### config.mk
export PLATFORM = sky130hd
export DESIGN_NAME = cde_match_unit
export DESIGN_NICKNAME = d
export VERILOG_FILES = /design/src/cde_pkg.sv /design/src/cde_match_unit.sv
export SDC_FILE = /design/constraint.sdc
export NUM_CORES = 1
export LEC_CHECK = 0
export BUFFER_PORTS_ARGS = -buffer_cell sky130_fd_sc_hd__buf_2
export CORE_UTILIZATION = 58
export DETAILED_ROUTE_END_ITERATION = 6
export PLACE_DENSITY = 0.87
export SYNTH_ARGS = -nofsm -noshare
export SYNTH_HDL_FRONTEND = slang
export SYNTH_SLANG_ARGS = --single-unit
### constraint.sdc
create_clock -name vclk -period 9.85
set_input_delay 1.97 -clock vclk [all_inputs]
set_output_delay 1.97 -clock vclk [all_outputs]
set_load 0.05 [all_outputs]
### src/cde_pkg.sv
// Shared types and constants for the column dictionary encoder.
// Depends on nothing; every other file of the block imports it.
package cde_pkg;

    // Defaults for the top-level parameters.
    localparam int DEF_NUM_COLUMNS = 16;
    localparam int DEF_DICT_DEPTH  = 256;
    localparam int DEF_VALUE_WIDTH = 32;

    // Configuration port.
    localparam int PADDR_W = 3;
    localparam int PDATA_W = 32;
    localparam int TOL_W   = 16;
    localparam logic [TOL_W-1:0] TOL_RESET = 16'd1;

    // Register indexes (byte address divided by four).
    localparam logic [PADDR_W-3:0] REG_MATCH_TOLERANCE = 1'b0;

    typedef struct packed {
        logic [3:0]         column_index;
        logic signed [31:0] sample_value;
        logic               restart_column;
    } sample_word_t;

    typedef struct packed {
        logic [7:0] code;
        logic       is_new_entry;
        logic       overflow;
        logic [7:0] entry_count;
    } result_word_t;

endpackage

### src/cde_match_unit.sv
// Tolerance compare unit shared by every step of the dictionary search.
// Depends on cde_pkg for the tolerance width.
module cde_match_unit
    import cde_pkg::*;
#(
    parameter int VALUE_WIDTH = DEF_VALUE_WIDTH
)
(
    input  logic signed [VALUE_WIDTH-1:0] sample,
    input  logic signed [VALUE_WIDTH-1:0] entry,
    input  logic [TOL_W-1:0]              tolerance,
    output logic                          hit
);

    localparam int CMP_W = VALUE_WIDTH + TOL_W;

    logic signed [VALUE_WIDTH:0] diff;
    logic [VALUE_WIDTH:0]        neg_diff;
    logic [VALUE_WIDTH-1:0]      magnitude;

    // One extra bit keeps the difference free of overflow; its magnitude
    // always fits in VALUE_WIDTH bits.
    always_comb
    begin
        diff      = (VALUE_WIDTH+1)'(sample) - (VALUE_WIDTH+1)'(entry);
        neg_diff  = -diff;
        magnitude = diff[VALUE_WIDTH] ? neg_diff[VALUE_WIDTH-1:0] : diff[VALUE_WIDTH-1:0];
        hit       = CMP_W'(magnitude) <= CMP_W'(tolerance);
    end

endmodule

; Yosys cells after proc, flatten, opt, wreduce, memory -nomap -nowiden
; Index checks and enable logic that the tools add are counted.
[op_classes]
n_addsub = 2
multipliers = 0
div_mod_pow = 0
order_cmp = 1
n_eq_ne = 0
shifts = 0
muxes = 1
n_bitwise = 0
reduce_logical = 0
[op_table]
columns = op, n
row1 = 32-bit by 32-bit subtractor with 33-bit output, 1
row2 = 32-bit by 16-bit less-or-equal comparator with 1-bit output, 1
row3 = 32-bit two-way mux, 1
row4 = 32-bit negator, 1
[word_totals]
regBits = 0
latchBits = 0
ram_bits = 0
rom_bits = 0
output_inout_bits = 1
wordCells = 4
n_memories = 0

; Longest topological paths before layout
[depth]
depth_word = 4
depth_mapped = 26

; Least setup slack after synthesis
; Ideal clock, no wire load.
[synth_path]
kind = input to output
start = input sample[0]
end = output hit
arrival_ps = 6747
slack_ps = 1133
stages = 26
path_buffers = 2
path_cell_list = inv_1 > ha_1 > fa_1 > nand2b_1 > a21boi_1 > o2111ai_1 > a21boi_1 > o311a_1 > o21ai_0 > buf_4 > clkbuf_1 > nand2_1 > o21ai_0 > ha_1 > nor2b_1 > o21a_1 > o21a_1 > o21a_1 > o21a_1 > o21a_1 > o21ai_0 > a21oi_1 > a21oi_1 > o211ai_1 > and4b_1 > and4b_1
[synth_via]
elab_chain_len = 4
[synth_lines]
columns = element, line_no
row1 = "start, declared", cde_match_unit.sv:9  ; input logic signed [VALUE_WIDTH-1:0] sample,
row2 = 32-bit by 32-bit subtractor with 33-bit output (*), cde_match_unit.sv:25  ; diff = (VALUE_WIDTH+1)'(sample) - (VALUE_WIDTH+1)'(entry);
row3 = 32-bit negator, cde_match_unit.sv:26  ; neg_diff = -diff;
row4 = 32-bit two-way mux (*), cde_match_unit.sv:27  ; magnitude = diff[VALUE_WIDTH] ? neg_diff[VALUE_WIDTH-1:0] : diff[VALUE_WIDTH-1:0];
row5 = 32-bit by 16-bit less-or-equal comparator with 1-bit output (*), cde_match_unit.sv:28  ; hit = CMP_W'(magnitude) <= CMP_W'(tolerance);
row6 = "end, declared", cde_match_unit.sv:12  ; output logic hit
; Every way passes the cells marked *; elsewhere a longest branch is shown, timed or not.

; Worst setup path in the final report
; Same ends and word-level chain as after synthesis.

==> results.py <==
metrics = {
    "run_status": {
        "status": "finished clean",
    },
    "setup_path": {
        "max_stage_delay_ps": 410,
        "required_ps": 7880,
        "slowest_stage": "a21boi_1",
        "start_kind": "input pin",
        "critical_path.most_common_cell": "o21a_1",
        "critical_path_class": "in2out",
        "worst_setup_path_end_kind": "output pin",
        "path_max_fanout": 12,
        "crit_arrival_ps": 7110,
    },
    "sta": {
        "rsz0062_at_grt": "no",
        "fin_crit_ps": 9080,
        "fin_tns_setup_ps": 0,
        "max_freq_ghz": 0.110,
        "tightest_slew_ps": 838,
        "finalMaxSlewViolations": 0,
        "period_share_pct": 92.1,
        "setup_viol": 0,
        "hold_violations": 0,
        "max-slew-margin-rel_pct": 43.7,
    },
    "synth": {
        "yosysWarnings": 0,
        "yosysSeqAreaShare_pct": 0,
        "synthDistinctLibCells": 82,
        "avgSynthCellArea_sq_um": 6.91,
        "synth_nets": 656,
        "synth_top_cells_by_area": "ha_1, inv_1, a21oi_1",
        "yosysTopAreaCell": "ha_1",
        "synth_top_area_share_pct": 16.9,
        "synthesis.area_sq_mm": 0.00364,
        "syn_inst": 526,
    },
    "hold_path": {
        "hold_path_class": "in2out",
        "min_to": "hit",
        "hp-start": "sample[30]",
        "min_path_cells": 6,
    },
    "layout": {
        "multi_input_area_sq_mm": 0.00329,
        "area_growth_pct": 9.98,
        "fillers": 536,
        "regArea_sq_um": 0,
        "diodes": 0,
        "n_clock_buffer": 0,
        "final_cell_area_sq_mm": 0.00400,
        "fin_nets": 719,
        "drive_above_1_share_pct": 20.3,
        "nFlopsAndLatches": 0,
    },
    "die": {
        "die_height_um": 81.2,
        "core_sq_mm": 0.00599,
        "fp-row-count": 28,
        "dieWidth_um": 81.2,
        "initial_core_util_pct": 60.7,
        "ios": 81,
        "die-area_sq_mm": 0.00659,
    },
    "power": {
        "p_leak_uw": 0.00193,
        "irDropWorstVdd_mv": 0.0495,
        "power_per_cell_area_mw_per_mm2": 84.7,
    },
    "grt": {
        "antenna_found_initial": 0,
        "grt_pass1_wl_um": 16000,
        "overflow": 0,
        "first_global_vias": 3713,
        "grt_max_degree": 14,
        "grt_use_total_pct": 29.1,
    },
    "drt": {
        "drt_iter0_markers": 360,
        "route.met2.wl_um": 4340,
        "wl_met1_um": 4390,
        "routedWlPerCell_um": 14.2,
        "vias_per_cell": 6.25,
        "drcViolationCount": 0,
        "vias": 4135,
        "first_pass_iters": 5,
        "totalWireLength_um": 9380,
        "drtAntennaViolNets": 0,
        "met3_length_um": 578,
        "routed.top_layer": "met4",
    },
    "placed_design": {
        "io_buffers": 81,
        "dp_hpwl_um": 7950,
        "placed_area_sq_mm": 0.00400,
        "gp_congestion": 0.911,
    },
    "clock_tree": {
        "post_cts_buffers": 0,
        "cts-resized-gates": 0,
        "cts_hold_buffers": 0,
    },
    "job": {
        "cap_violations": 0,
    },
}
-- cell type report --
cell class	count	area share (%)
Inverter	55	5.16
Multi-Input combinational cell	450	82.2
Tap cell	75	2.35
Timing Repair Buffer	82	10.3
-- stage by stage --
step / cells / total power (uW) / hold WS, ps / worst slack, ps / util (%)
after floorplan: 526 / 262 / 4620 / 1130 / -
after global placement: 662 / 320 / 4800 / 978 / 66.8
after detailed placement: 662 / 332 / 4810 / 827 / 66.8
after CTS: 662 / 334 / 4810 / 803 / 66.8
after global routing: 662 / 377 / 4850 / 360 / 66.8
final: 662 / 339 / 4800 / 774 / 66.8
-- kinds of logic (layout without fill, tap and decap cells) --
group	Yosys count	count (layout)	share of synthesized area [%]
multiplexers	6	6	1.75
adder cells (fa/ha/maj)	50	50	17.4
XOR/XNOR	33	33	8.16
AND/OR/NAND/NOR	186	186	28.8
buffers and inverters	76	137	9.64
AO/OA/AOI/OAI	175	175	34.3
-- how the worst max path moves through the flow --
stage | from | to | slack, ps | depth (start not counted)
floorplan | sample[0] | hit | 1130 | 26
global placement | sample[0] | hit | 980 | 26
detailed placement | sample[0] | hit | 830 | 26
CTS | sample[0] | hit | 800 | 26
global route | sample[0] | hit | 360 | 26
finish | sample[0] | hit | 770 | 26
-- layer usage --
metal	GRT usage, %	vias up
li1	-	2095
met1	40.7	1873
met2	50.5	161
met3	1.12	6
met4	3.04	0
met5	0	-
-- Yosys cell counts, types with 3 or more instances --
cell	number
xnor2_1	18
a31oi_1	6
o21ai_0	23
o211a_1	3
clkbuf_1	9
a22oi_1	4
o2111ai_1	3
nand2_1	37
or2_2	5
o211ai_1	14
ha_1	49
nand2b_1	5
inv_1	55
nand3_1	21
a21boi_1	3
xor2_1	14
a311o_1	4
nor2_1	40
nor2b_1	7
buf_2	4
and4_1	4
mux2_2	3
nor3b_1	3
mux2i_1	3
o21a_1	10
o21ai_1	9
nor3_1	12
and3_1	8
a311oi_1	3
or4_1	4
a211oi_1	3
clkbuf_8	3
a21oi_2	3
buf_6	3
nand3b_1	3
a21oi_1	34
a21o_1	19
nand4_1	18
-- critical path, delay by kind of cell --
family / cells / cell delay (ps)
compound gates: 15 / 2910
simple gates: 5 / 930
fa+ha+maj: 3 / 920
buf+inv: 3 / 370
-- report_power, final --
| group | internal [uW] | total, uW | switching (uW) |
|---|---|---|---|
| Sequential | 0 | 0 | 0 |
| Combinational | 139 | 339 | 200 |
| Clock | 0 | 0 | 0 |
| Total | 139 | 339 | 200 |
-- placed cells by master, fill, tap and decap left out, types with 14 or more instances in the layout --
master,count
a21oi_1,34
nand3_1,21
nand4_1,18
xor2_1,14
a21o_1,19
inv_1,55
ha_1,49
nor2_1,40
o21ai_0,22
nand2_1,37
buf_2,81
o211ai_1,14
xnor2_1,18
Power figures use the tool's default switching activity.
