## src/cde_pkg.sv

```systemverilog
// Shared types and constants for the column dictionary encoder.
// Depends on nothing; every other file of the block imports it.
package cde_pkg;

    // Defaults for the top-level parameters.
    localparam int DEF_NUM_COLUMNS = 16;
    localparam int DEF_DICT_DEPTH  = 256;
    localparam int DEF_VALUE_WIDTH = 32;

    // Configuration port.
    localparam int PADDR_W = 3;
    localparam int PDATA_W = 32;
    localparam int TOL_W   = 16;
    localparam logic [TOL_W-1:0] TOL_RESET = 16'd1;

    // Register indexes (byte address divided by four).
    localparam logic [PADDR_W-3:0] REG_MATCH_TOLERANCE = 1'b0;

    typedef struct packed {
        logic [3:0]         column_index;
        logic signed [31:0] sample_value;
        logic               restart_column;
    } sample_word_t;

    typedef struct packed {
        logic [7:0] code;
        logic       is_new_entry;
        logic       overflow;
        logic [7:0] entry_count;
    } result_word_t;

endpackage

```

## src/cde_cfg_regs.sv

```systemverilog
// Configuration register file behind the APB-style port.
// Depends on cde_pkg for address decode and the tolerance reset value.
module cde_cfg_regs
    import cde_pkg::*;
(
    input  logic               clk,
    input  logic               rst_n,
    input  logic               psel,
    input  logic               penable,
    input  logic               pwrite,
    input  logic [PADDR_W-1:0] paddr,
    input  logic [PDATA_W-1:0] pwdata,
    output logic [PDATA_W-1:0] prdata,
    output logic               pready,
    output logic [TOL_W-1:0]   match_tolerance
);

    logic [TOL_W-1:0] tol_reg;
    logic [TOL_W-1:0] tol_next;
    logic             sel_tol;

    assign sel_tol = paddr[PADDR_W-1:2] == REG_MATCH_TOLERANCE;

    always_comb
    begin
        tol_next = tol_reg;
        if (psel && penable && pwrite && sel_tol)
        begin
            tol_next = pwdata[TOL_W-1:0];
        end
    end

    always_ff @(posedge clk or negedge rst_n)
    begin
        if (!rst_n)
        begin
            tol_reg <= TOL_RESET;
        end
        else
        begin
            tol_reg <= tol_next;
        end
    end

    assign prdata          = sel_tol ? PDATA_W'(tol_reg) : '0;
    assign pready          = 1'b1;
    assign match_tolerance = tol_reg;

endmodule

```

## config.mk

```make
export PLATFORM = sky130hd
export DESIGN_NAME = cde_cfg_regs
export DESIGN_NICKNAME = d
export VERILOG_FILES = /design/src/cde_pkg.sv /design/src/cde_cfg_regs.sv
export SDC_FILE = /design/constraint.sdc
export NUM_CORES = 1
export LEC_CHECK = 0
export BUFFER_PORTS_ARGS = -buffer_cell sky130_fd_sc_hd__buf_2
export CAP_MARGIN = 40
export CORE_UTILIZATION = 38
export CTS_BUF_LIST = sky130_fd_sc_hd__clkbuf_4 sky130_fd_sc_hd__clkbuf_8 sky130_fd_sc_hd__clkbuf_16
export CTS_CLUSTER_DIAMETER = 40
export DETAILED_ROUTE_END_ITERATION = 12
export HOLD_SLACK_MARGIN = 0.06
export PLACE_DENSITY = 0.89
export SYNTH_ARGS = -nofsm -noshare
export SYNTH_HDL_FRONTEND = slang
export SYNTH_SLANG_ARGS = --single-unit
```

## constraint.sdc

```tcl
create_clock -name clk -period 1.1 [get_ports clk]
set_input_delay 0.22 -clock clk [delete_from_list [all_inputs] [get_ports clk]]
set_output_delay 0.22 -clock clk [all_outputs]
set_load 0.005 [all_outputs]
```

## Word level (Yosys, flattened, before mapping)

Index checks and enable logic that the tools add are counted.
W data, S select, Z words.

- Output and inout port bits: 49
- Register bits: 16
- Logic and storage cells: 6

- Bitwise operators: 1
- Reduce and logical (&&, ||, !) cells: 3
- Multiplexer cells: 1

Operators by type and width:

| operator | number |
|---|---|
| $mux W16 | 1 |
| $logic_and A1 B1 Y1 | 3 |
| $not A1 Y1 | 1 |

## Longest topological paths before layout

Gate-level depths: netlist of the first run.

- Depth in word-level cells: 3
- Gate-level depth with buffers: 3
- Gate-level depth less buffers: 2

## Worst setup path before layout of the first run

OpenSTA, ideal clock, no wires.

- Kind: input to register
- Start: input paddr[2]
- End: register tol_reg[1] (netlist: match_tolerance[1])
- Data required time: 0.975 ns
- Path buffers: 1
- Data arrival time: 0.896 ns
- Slack: 0.079 ns
- Setup time: 0.125 ns
- Stages on the path: 3
- Cells stage by stage: nand4b_4 > buf_6 > mux2_4

- Cells in the longest elaborated chain, start to end: 2

Ends and longest elaborated chain:

| element | line | source |
|---|---|---|
| from (decl) | cde_cfg_regs.sv:11 | `input logic [PADDR_W-1:0] paddr,` |
| $not A1 Y1 | cde_cfg_regs.sv:22 | `assign sel_tol = paddr[PADDR_W-1:2] == REG_MATCH_TOLERANCE;` |
| $logic_and A1 B1 Y1 | cde_cfg_regs.sv:27 | `if (psel && penable && pwrite && sel_tol)` |
| to (signal assigned) | cde_cfg_regs.sv:41 | `tol_reg <= tol_next;` |
| to (decl) | cde_cfg_regs.sv:18 | `logic [TOL_W-1:0] tol_reg;` |

Every way passes these cells.
A chain may end at the register's enable or synchronous reset.

## Final worst setup path of the first run

- Start: register tol_reg[0] (netlist: match_tolerance[0])
- End: output prdata[0]

- Cells in the longest elaborated chain, start to end: 1

Ends and longest elaborated chain:

| element | line | source |
|---|---|---|
| $mux W16 | cde_cfg_regs.sv:45 | `assign prdata = sel_tol ? PDATA_W'(tol_reg) : '0;` |
| to (decl) | cde_cfg_regs.sv:13 | `output logic [PDATA_W-1:0] prdata,` |

Every way passes these cells.

==> results by group, run 1 <==
Drt
  – Detail Route Antenna Nets: 0
  – Drt first pass iters: 2
  – Vias post-DR: 685
  – Post-route DRC: 0
  – Initial DRC Count: 4
  – Routed WL per cell: 11.20 um
  – Routed WL: 1.859 mm
  – Vias per cell: 4.127

Layout
  – Most frequent cells in the layout: 52 x buf_2, 17 x conb_1, 15 x dfrtp_1
  – Ant diodes: 0
  – Commonest non-fill, non-tap cell in the layout: buf_2
  – Number of flip-flops in the largest register: 16
  – Fin util: 57.42%
  – Fin cells: 166
  – Final layout net count: 179
  – Fraction of layout cells with a size suffix above 1: 64.49%
  – Finished layout cell area: 0.001282 sq mm
  – Fillcell total: 191
  – Area Growth Syn to Fin: 42.36%

Critical path
  – Crit-path max FO: 3
  – Crit-path max cell delay: 0.55 ns
  – Worst EP required: 0.88 ns
  – Crit Path Category: reg -> out
  – Crit path launch type: flip-flop
  – Slowest cell on crit path: dfstp_2
  – Crit end category: primary output
  – CP arrival: 1.05 ns
  – CP Cell Sequence: and2b_1 > buf_2

Place
  – Number of port buffers: 53
  – DP HPWL: 1.317 mm
  – Routability cong.: 0.6445
  – DP Cell Count: 150
  – DP Area: 0.001150 sq mm

Global route
  – Vias in the first global route: 645
  – First-pass GRT wire length: 2.760 mm
  – Initial antenna violation count: 0
  – Largest net degree at the start of global routing: 17
  – Total gr overflow: 0
  – Total GRT Usage: 14.79%

Power and ir drop
  – Switching share of total power: 26.59%
  – Maximum vdd drop: 0.7636 mV
  – Clock share of power: 18.5%
  – Comb power frac: 38.0%
  – Power Dens Cells: 1450 mW/mm^2
  – P_sw: 0.0004947 W
  – Internal cell power: 0.001365 W
  – Flop pwr share: 43.4%
  – Static Leak: 0.7636 nW

STA
  – Final WS setup: -0.1655 ns
  – RSZ-0062 raised after global routing: yes
  – Achievable Freq: 790.2 MHz
  – Count of final setup violators: 20
  – Final Hold Fails: 0
  – Tmin final: 1.265 ns
  – Fin. max-slew vios: 0
  – Clock skew: 0 ns
  – Crit share post-route: 115.0%

Synthesis
  – Netlist Area Pre-Place: 900.9 sq um
  – Yosys Warn Count: 0
  – Mapped Cells: 70
  – Yosys cell types: 11
  – Flops & latches, synth: 16
  – Post-synthesis sequential area ratio: 44.58%
  – Syn_area_per_cell: 12.87 sq um

Flow run
  – Max-Cap Viols: 0

Floorplan
  – Core area: 0.002233 sq mm
  – Chip Width: 50.69 um
  – Die area: 0.002569 sq mm
  – Initial core utilization: 40.34%
  – Die height: 50.69 um
  – FP Rows: 17
  – IO Count: 89

CTS
  – Clock sink count: 16
  – Clk buf depth: 2
  – Worst skew pair latency: 0.27 ns
  – CTS tree: yes
  – Root Driver: clkbuf_4
  – Clk pin slew, worst setup/hold paths: 0.10 ns
  – H-tree Lvls: 1
  – CTS buffer count: 3

Hold path
  – Type of the worst min-delay path: in -> reg

Run status
  – Status: complete, but fails checks
  – Failing checks: negative setup slack
==> cells by family after synthesis <==
kind of cell	count (synthesis)	share of synthesized area, %
other	2	0.8336
muxes	16	24.17
buffers and inverters	19	15.83
and+or+nand+nor	17	14.58
DFF	16	44.58
==> critical path, delay by kind of cell, from the launching register on <==
kind | cells | cell delay, ns
buffers and inverters | 1 | 0.10
DFF | 1 | 0.55
and+or+nand+nor | 1 | 0.12
==> synthesized netlist by cell type <==
master	count	area share, %
dfstp_2	1	2.9
nor2b_1	10	6.9
buf_4	17	14
nand4b_4	1	2.6
dfrtp_1	15	42
buf_6	1	1.2
clkbuf_1	1	0.42
and2b_1	6	5.0
conb_1	2	0.83
mux2_4	10	17
mux2_2	6	7.5
==> layer usage <==
layer  up-vias  part of all wire (%)  wire, um  GRT usage, %
li1        328                     -         -             -
met3         0                   9.6       178         3.636
met4         0                     0         0         4.167
met2        52                    51       942         26.67
met1       305                    40       738         17.14
met5         -                     0         0             0
==> through the flow <==
stage,TNS [ns],power [W],setup WS [ns],hold WS [ns]
CTS,-1.320,0.001821,-0.1759,0.1522
finish,-1.094,0.001860,-0.1655,0.1632
floorplan,0,0.001138,0.07869,-0.07559
detailed placement,-0.03039,0.001380,-0.007798,0.1528
global placement,-0.01235,0.001358,-0.003563,0.1458
global route,-2.205,0.002003,-0.2010,0.1362
==> cell type report <==
class                      count  area, sq um  share of cell area, %
tap                           28        35.03                  2.732
clock buffer                   4        30.03                  2.341
timing repair buffer          68        402.9                  31.41
multi-input combinational     50        412.9                  32.20
sequential                    16        401.6                  31.32
==> power groups by stage <==
stage | clock network (W) | logic [W] | registers, W
after floorplan | 0 | 0.000311 | 0.000827
after global placement | 0 | 0.000546 | 0.000812
after detailed placement | 0 | 0.000561 | 0.000820
after CTS | 0.000366 | 0.000647 | 0.000808
after global routing | 0.000406 | 0.000770 | 0.000827
final | 0.000345 | 0.000708 | 0.000808
==> path summary, 6_finish.rpt <==
check | from | to | slack [ns] | cells after the start
worst max-delay path | match_tolerance[0] | prdata[0] | -0.17 | 2
worst min-delay path | pwdata[10] | match_tolerance[10] | 0.16 | 2
worst max register to register | match_tolerance[3] | match_tolerance[3] | 0.09 | 3
worst min register to register | match_tolerance[15] | match_tolerance[15] | 0.53 | 1
max in group asynchronous | rst_n | match_tolerance[0] | 0.42 | 2
min in group asynchronous | rst_n | match_tolerance[12] | 0.37 | 2
==> timing repair <==
item | 4_1_cts | 5_1_grt
hold buffers | 1 | 0
endpoints found under the setup margin | 17 | 19
setup buffers | 6 | 5
gates resized for setup | 1 | 1
endpoints found under the hold margin | 15 | 0
Power figures use the tool's default switching activity.
==> run 2: changes to the inputs <==
==> config.mk (replaced) <==
export PLATFORM = sky130hd
export DESIGN_NAME = cde_cfg_regs
export DESIGN_NICKNAME = d
export VERILOG_FILES = /design/src/cde_pkg.sv /design/src/cde_cfg_regs.sv
export SDC_FILE = /design/constraint.sdc
export NUM_CORES = 1
export LEC_CHECK = 0
export CAP_MARGIN = 40
export CORE_UTILIZATION = 53
export CTS_BUF_LIST = sky130_fd_sc_hd__clkbuf_4 sky130_fd_sc_hd__clkbuf_8 sky130_fd_sc_hd__clkbuf_16
export CTS_CLUSTER_DIAMETER = 40
export DETAILED_ROUTE_END_ITERATION = 12
export DONT_BUFFER_PORTS = 1
export HOLD_SLACK_MARGIN = 0.06
export PLACE_DENSITY = 0.73
export SYNTH_ARGS = -nofsm -noshare
export SYNTH_HDL_FRONTEND = slang
export SYNTH_SLANG_ARGS = --single-unit
==> results by group, run 2 (synthesized netlist as in run 1, its figures left out) <==
Layout
  – Register area: 401.6 sq um
  – Multi-input logic area: 488.0 sq um
  – Fin cells: 93
  – Commonest non-fill, non-tap cell in the layout: conb_1
  – Number of flip-flops in the largest register: 16
  – Ant diodes: 0
  – Finished layout cell area: 0.001023 sq mm
  – Most frequent cells in the layout: 17 x conb_1, 15 x dfrtp_1, 10 x nor2b_4, 10 x mux2_4
  – Fillcell total: 127
  – Area Growth Syn to Fin: 13.61%
  – Final layout net count: 118
  – Fraction of layout cells with a size suffix above 1: 44.16%

Power and ir drop
  – P_sw: 0.0004079 W
  – Comb power frac: 23.3%
  – Static Leak: 0.5379 nW
  – Internal cell power: 0.001195 W
  – Power Dens Cells: 1566 mW/mm^2
  – Maximum vdd drop: 0.9259 mV
  – Switching share of total power: 25.45%
  – Clock share of power: 23.5%
  – Flop pwr share: 53.2%

Critical path
  – Crit end category: primary output
  – CP Cell Sequence: and2b_1
  – Crit Path Category: reg -> out
  – CP arrival: 0.98 ns
  – Worst EP required: 0.88 ns
  – Crit-path max cell delay: 0.56 ns
  – Crit path launch type: flip-flop
  – Crit-path max FO: 3
  – Slowest cell on crit path: dfstp_2
  – Buffers and inverters on the worst path: 0
  – Delay-heaviest family, CP: flip-flops

Global route
  – Total gr overflow: 0
  – Largest net degree at the start of global routing: 18
  – Initial antenna violation count: 0
  – First-pass GRT wire length: 1.994 mm
  – Vias in the first global route: 409
  – Total GRT Usage: 14.72%

STA
  – Fin. max-slew vios: 0
  – RSZ-0062 raised after global routing: yes
  – Final Hold Fails: 0
  – Achievable Freq: 831.6 MHz
  – Worst Tran Pin Value: 0.6793 ns
  – Final WS setup: -0.1026 ns
  – Tmin final: 1.203 ns
  – Setup TNS: -0.1026 ns
  – WHS: 0.07863 ns
  – Clock skew: 0 ns
  – Crit share post-route: 109.3%
  – Count of final setup violators: 1
  – Slew HR: 54.56%

Run status
  – Status: complete, but fails checks
  – Failing checks: negative setup slack

Drt
  – Routed WL per cell: 15.34 um
  – Routed WL: 1.427 mm
  – Vias post-DR: 499
  – Detail Route Antenna Nets: 0
  – Post-route DRC: 0
  – Drt first pass iters: 2
  – Initial DRC Count: 5
  – Vias per cell: 5.366

Place
  – Pre-CTS setup slack: 0.09217 ns
  – DP Area: 862.1 sq um
  – Number of port buffers: 0
  – Routability cong.: 0.5608
  – DP Cell Count: 84
  – DP HPWL: 993.3 um

CTS
  – H-tree Lvls: 1
  – Root Driver: clkbuf_4
  – Clk pin slew, worst setup/hold paths: 0.09 ns
  – CTS tree: yes
  – Clock sink count: 16
  – CTS buffer count: 3
  – Post-CTS Setup Bufs: 0
  – Clk buf depth: 2
  – Worst skew pair latency: 0.28 ns

Floorplan
  – IO Count: 89
  – Chip Width: 43.23 um
  – FP Rows: 14
  – Core area: 0.001541 sq mm
  – Die height: 43.23 um
  – Die area: 0.001868 sq mm
  – Initial core utilization: 58.44%

Hold path
  – Type of the worst min-delay path: in -> reg

Flow run
  – Max-Cap Viols: 0
==> run 2: cell types whose count changed in the layout (fill, tap and decap cells not counted), sizes merged <==
cell	before	now
dlygate4sd3	1	5
buf	67	2
==> run 2: repair_timing <==
item | CTS | global route
resized for setup | 0 | 20
hold buffers | 1 | 4
setup endpoints to repair | 6 | 16
gates cloned | 0 | 0
endpoints found under the hold margin | 16 | 4
==> run 2: routing by layer <==
layer  track usage, %  wire, um  vias up  part of all wire, %
li1                 -         -      207                    -
met2            22.99       767       41                   54
met4            3.636         0        0                    0
met1            17.63       508      251                   36
met5                0         0        -                    0
met3            8.085       151        0                   11
==> run 2: power groups by stage <==
stage / Sequential [W] / Clock (W) / Combinational, W
after global routing: 0.000874 / 0.000432 / 0.000409
after floorplan: 0.000827 / 0 / 0.000311
after CTS: 0.000847 / 0.000393 / 0.000301
after global placement: 0.000851 / 0 / 0.000279
final: 0.000853 / 0.000376 / 0.000374
after detailed placement: 0.000856 / 0 / 0.000287
==> run 2: path summary, 6_finish.rpt <==
kind	cells past startpoint	endpoint	start	slack, ns
hold / removal	1	match_tolerance[0]	pwdata[0]	0.08
max in group asynchronous	1	match_tolerance[10]	rst_n	0.26
hold reg to reg	1	match_tolerance[14]	match_tolerance[14]	0.57
setup / recovery	1	prdata[0]	match_tolerance[0]	-0.10
min in group asynchronous	1	match_tolerance[5]	rst_n	0.41
setup reg to reg	1	match_tolerance[8]	match_tolerance[8]	0.30
==> run 2: through the flow <==
step	power (W)	util, %
after floorplan	0.001138	-
after global placement	0.001130	55.93
after detailed placement	0.001143	55.93
after CTS	0.001541	58.93
after global routing	0.001716	66.40
final	0.001603	66.40
==> run 2: area by class of cell <==
class | instances | share of cell area (%)
clock buffer | 4 | 3.545
timing repair buffer | 7 | 7.579
tap | 16 | 1.956
sequential | 16 | 39.24
multi-input combinational | 50 | 47.68
==> run 3: changes to the inputs <==
--- a/config.mk
+++ b/config.mk
@@ -11,7 +11,8 @@
 export CTS_CLUSTER_DIAMETER = 40
 export DETAILED_ROUTE_END_ITERATION = 12
 export DONT_BUFFER_PORTS = 1
-export HOLD_SLACK_MARGIN = 0.06
+export HOLD_SLACK_MARGIN = 0.08
+export MAX_ROUTING_LAYER = met4
 export PLACE_DENSITY = 0.73
 export SYNTH_ARGS = -nofsm -noshare
 export SYNTH_HDL_FRONTEND = slang
==> results by group, run 3 (synthesized netlist as in run 1, its figures left out) <==
Run status
  – Status: complete, but fails checks
  – Failing checks: negative setup slack

Drt
  – Routed WL per cell: 15.96 um
  – M1 WL: 543 um
  – Met2 WL post-DR: 991 um
  – Post-route DRC: 0
  – Routed WL: 1.676 mm
  – Drt first pass iters: 3
  – DR top layer: met4
  – Detail Route Antenna Nets: 0
  – Vias post-DR: 532
  – Met3 routed WL: 135 um
  – Vias per cell: 5.067
  – Initial DRC Count: 4

Floorplan
  – Chip Width: 43.23 um
  – FP Rows: 14
  – Core area: 0.001541 sq mm
  – Die height: 43.23 um
  – Initial core utilization: 58.44%
  – Die area: 0.001868 sq mm
  – IO Count: 89

Critical path
  – Crit-path max cell delay: 0.56 ns
  – CP arrival: 0.98 ns
  – Critical path origin: match_tolerance[0]
  – Reg2reg start: match_tolerance[8]
  – Crit-path max FO: 3
  – Worst EP required: 0.88 ns
  – Slowest cell on crit path: dfstp_2
  – Reg2reg path depth: 1
  – CP Cell Sequence: and2b_1
  – Worst path depth: 1
  – Buffers and inverters on the worst path: 0
  – Crit end category: primary output
  – Crit path launch type: flip-flop
  – Delay-heaviest family, CP: flip-flops
  – Crit Path Category: reg -> out

Global route
  – Total gr overflow: 0
  – Total GRT Usage: 18.67%
  – Vias in the first global route: 504
  – Largest net degree at the start of global routing: 18
  – Initial antenna violation count: 0
  – First-pass GRT wire length: 2.435 mm

Layout
  – Multi-input logic area: 488.0 sq um
  – Fraction of layout cells with a size suffix above 1: 38.20%
  – Fin cells: 105
  – Fillcell total: 114
  – Finished layout cell area: 0.001144 sq mm
  – Register area: 401.6 sq um
  – Area Growth Syn to Fin: 26.94%
  – Number of flip-flops in the largest register: 16
  – Most frequent cells in the layout: 17 x conb_1, 17 x dlygate4sd3_1, 15 x dfrtp_1
  – Ant diodes: 0
  – Final layout net count: 130
  – Fin util: 74.19%

Power and ir drop
  – Maximum vdd drop: 0.9480 mV
  – Static Leak: 0.5880 nW
  – Power Dens Cells: 1436 mW/mm^2

Hold path
  – Hold Path Depth: 3
  – Hold path start: penable
  – Type of the worst min-delay path: in -> reg

CTS
  – Clock sink count: 16
  – Post-CTS Setup Bufs: 0
  – Clk buf depth: 2
  – Clk pin slew, worst setup/hold paths: 0.09 ns
  – CTS tree: yes
  – CTS buffer count: 3
  – Root Driver: clkbuf_4
  – Worst skew pair latency: 0.28 ns
  – H-tree Lvls: 1

Place
  – DP HPWL: 993.3 um
  – Number of port buffers: 0
  – DP Area: 862.1 sq um
  – DP Cell Count: 84
  – Pre-CTS setup slack: 0.09217 ns
  – Routability cong.: 0.5631

STA
  – Clock skew: 0 ns
  – Slew HR: 52.63%
  – RSZ-0062 raised after global routing: yes
  – Fin. max-slew vios: 0
  – Achievable Freq: 830.2 MHz
  – Count of final setup violators: 2
  – Final Hold Fails: 0
  – Worst Tran Pin Value: 0.7082 ns
  – Tmin final: 1.205 ns
  – Final WS setup: -0.1046 ns
  – Setup TNS: -0.1087 ns
  – Crit share post-route: 109.5%

Flow run
  – Max-Cap Viols: 0
[run 3: final timing paths]
path,to,slack (ns)
max reg2reg,match_tolerance[8],0.29
max in group asynchronous,match_tolerance[10],0.23
min,match_tolerance[15],0.32
min in group asynchronous,match_tolerance[5],0.42
max,prdata[0],-0.10
min reg2reg,match_tolerance[13],0.57
[run 3: layout make-up]
class	instances	share of cell area (%)
well taps	16	1.751
clock buffers	4	3.173
repair buffers	19	17.29
multi-input cells	50	42.67
flip-flops and latches	16	35.12
[run 3: stage by stage]
| stage | hold WS [ns] | power [W] |
|---|---|---|
| global placement | -0.07529 | 0.001130 |
| global route | 0.3118 | 0.001756 |
| CTS | 0.3148 | 0.001586 |
| floorplan | -0.07559 | 0.001138 |
| detailed placement | -0.07528 | 0.001143 |
| finish | 0.3209 | 0.001643 |
[run 3: power breakdown]
group | internal [W] | leakage [nW] | switching, W | total, W
combinational | 0.000298 | 0.377 | 0.000112 | 0.000410
clock | 0.000201 | 0.0210 | 0.000174 | 0.000376
sequential | 0.000724 | 0.191 | 0.000133 | 0.000857
total | 0.00122 | 0.588 | 0.000419 | 0.00164
[run 3: timing repair]
| action | CTS | global route |
|---|---|---|
| setup endpoints to repair | 6 | 16 |
| gates resized for setup | 0 | 20 |
| hold buffers | 17 | 0 |
| endpoints found under the hold margin | 32 | 0 |
[run 3: layer usage]
metal  up-vias  global-route usage, %
met1       260                  21.76
met2        41                  30.75
met4         0                  3.636
li1        229                      -
met5         -                      -
met3         2                  7.234
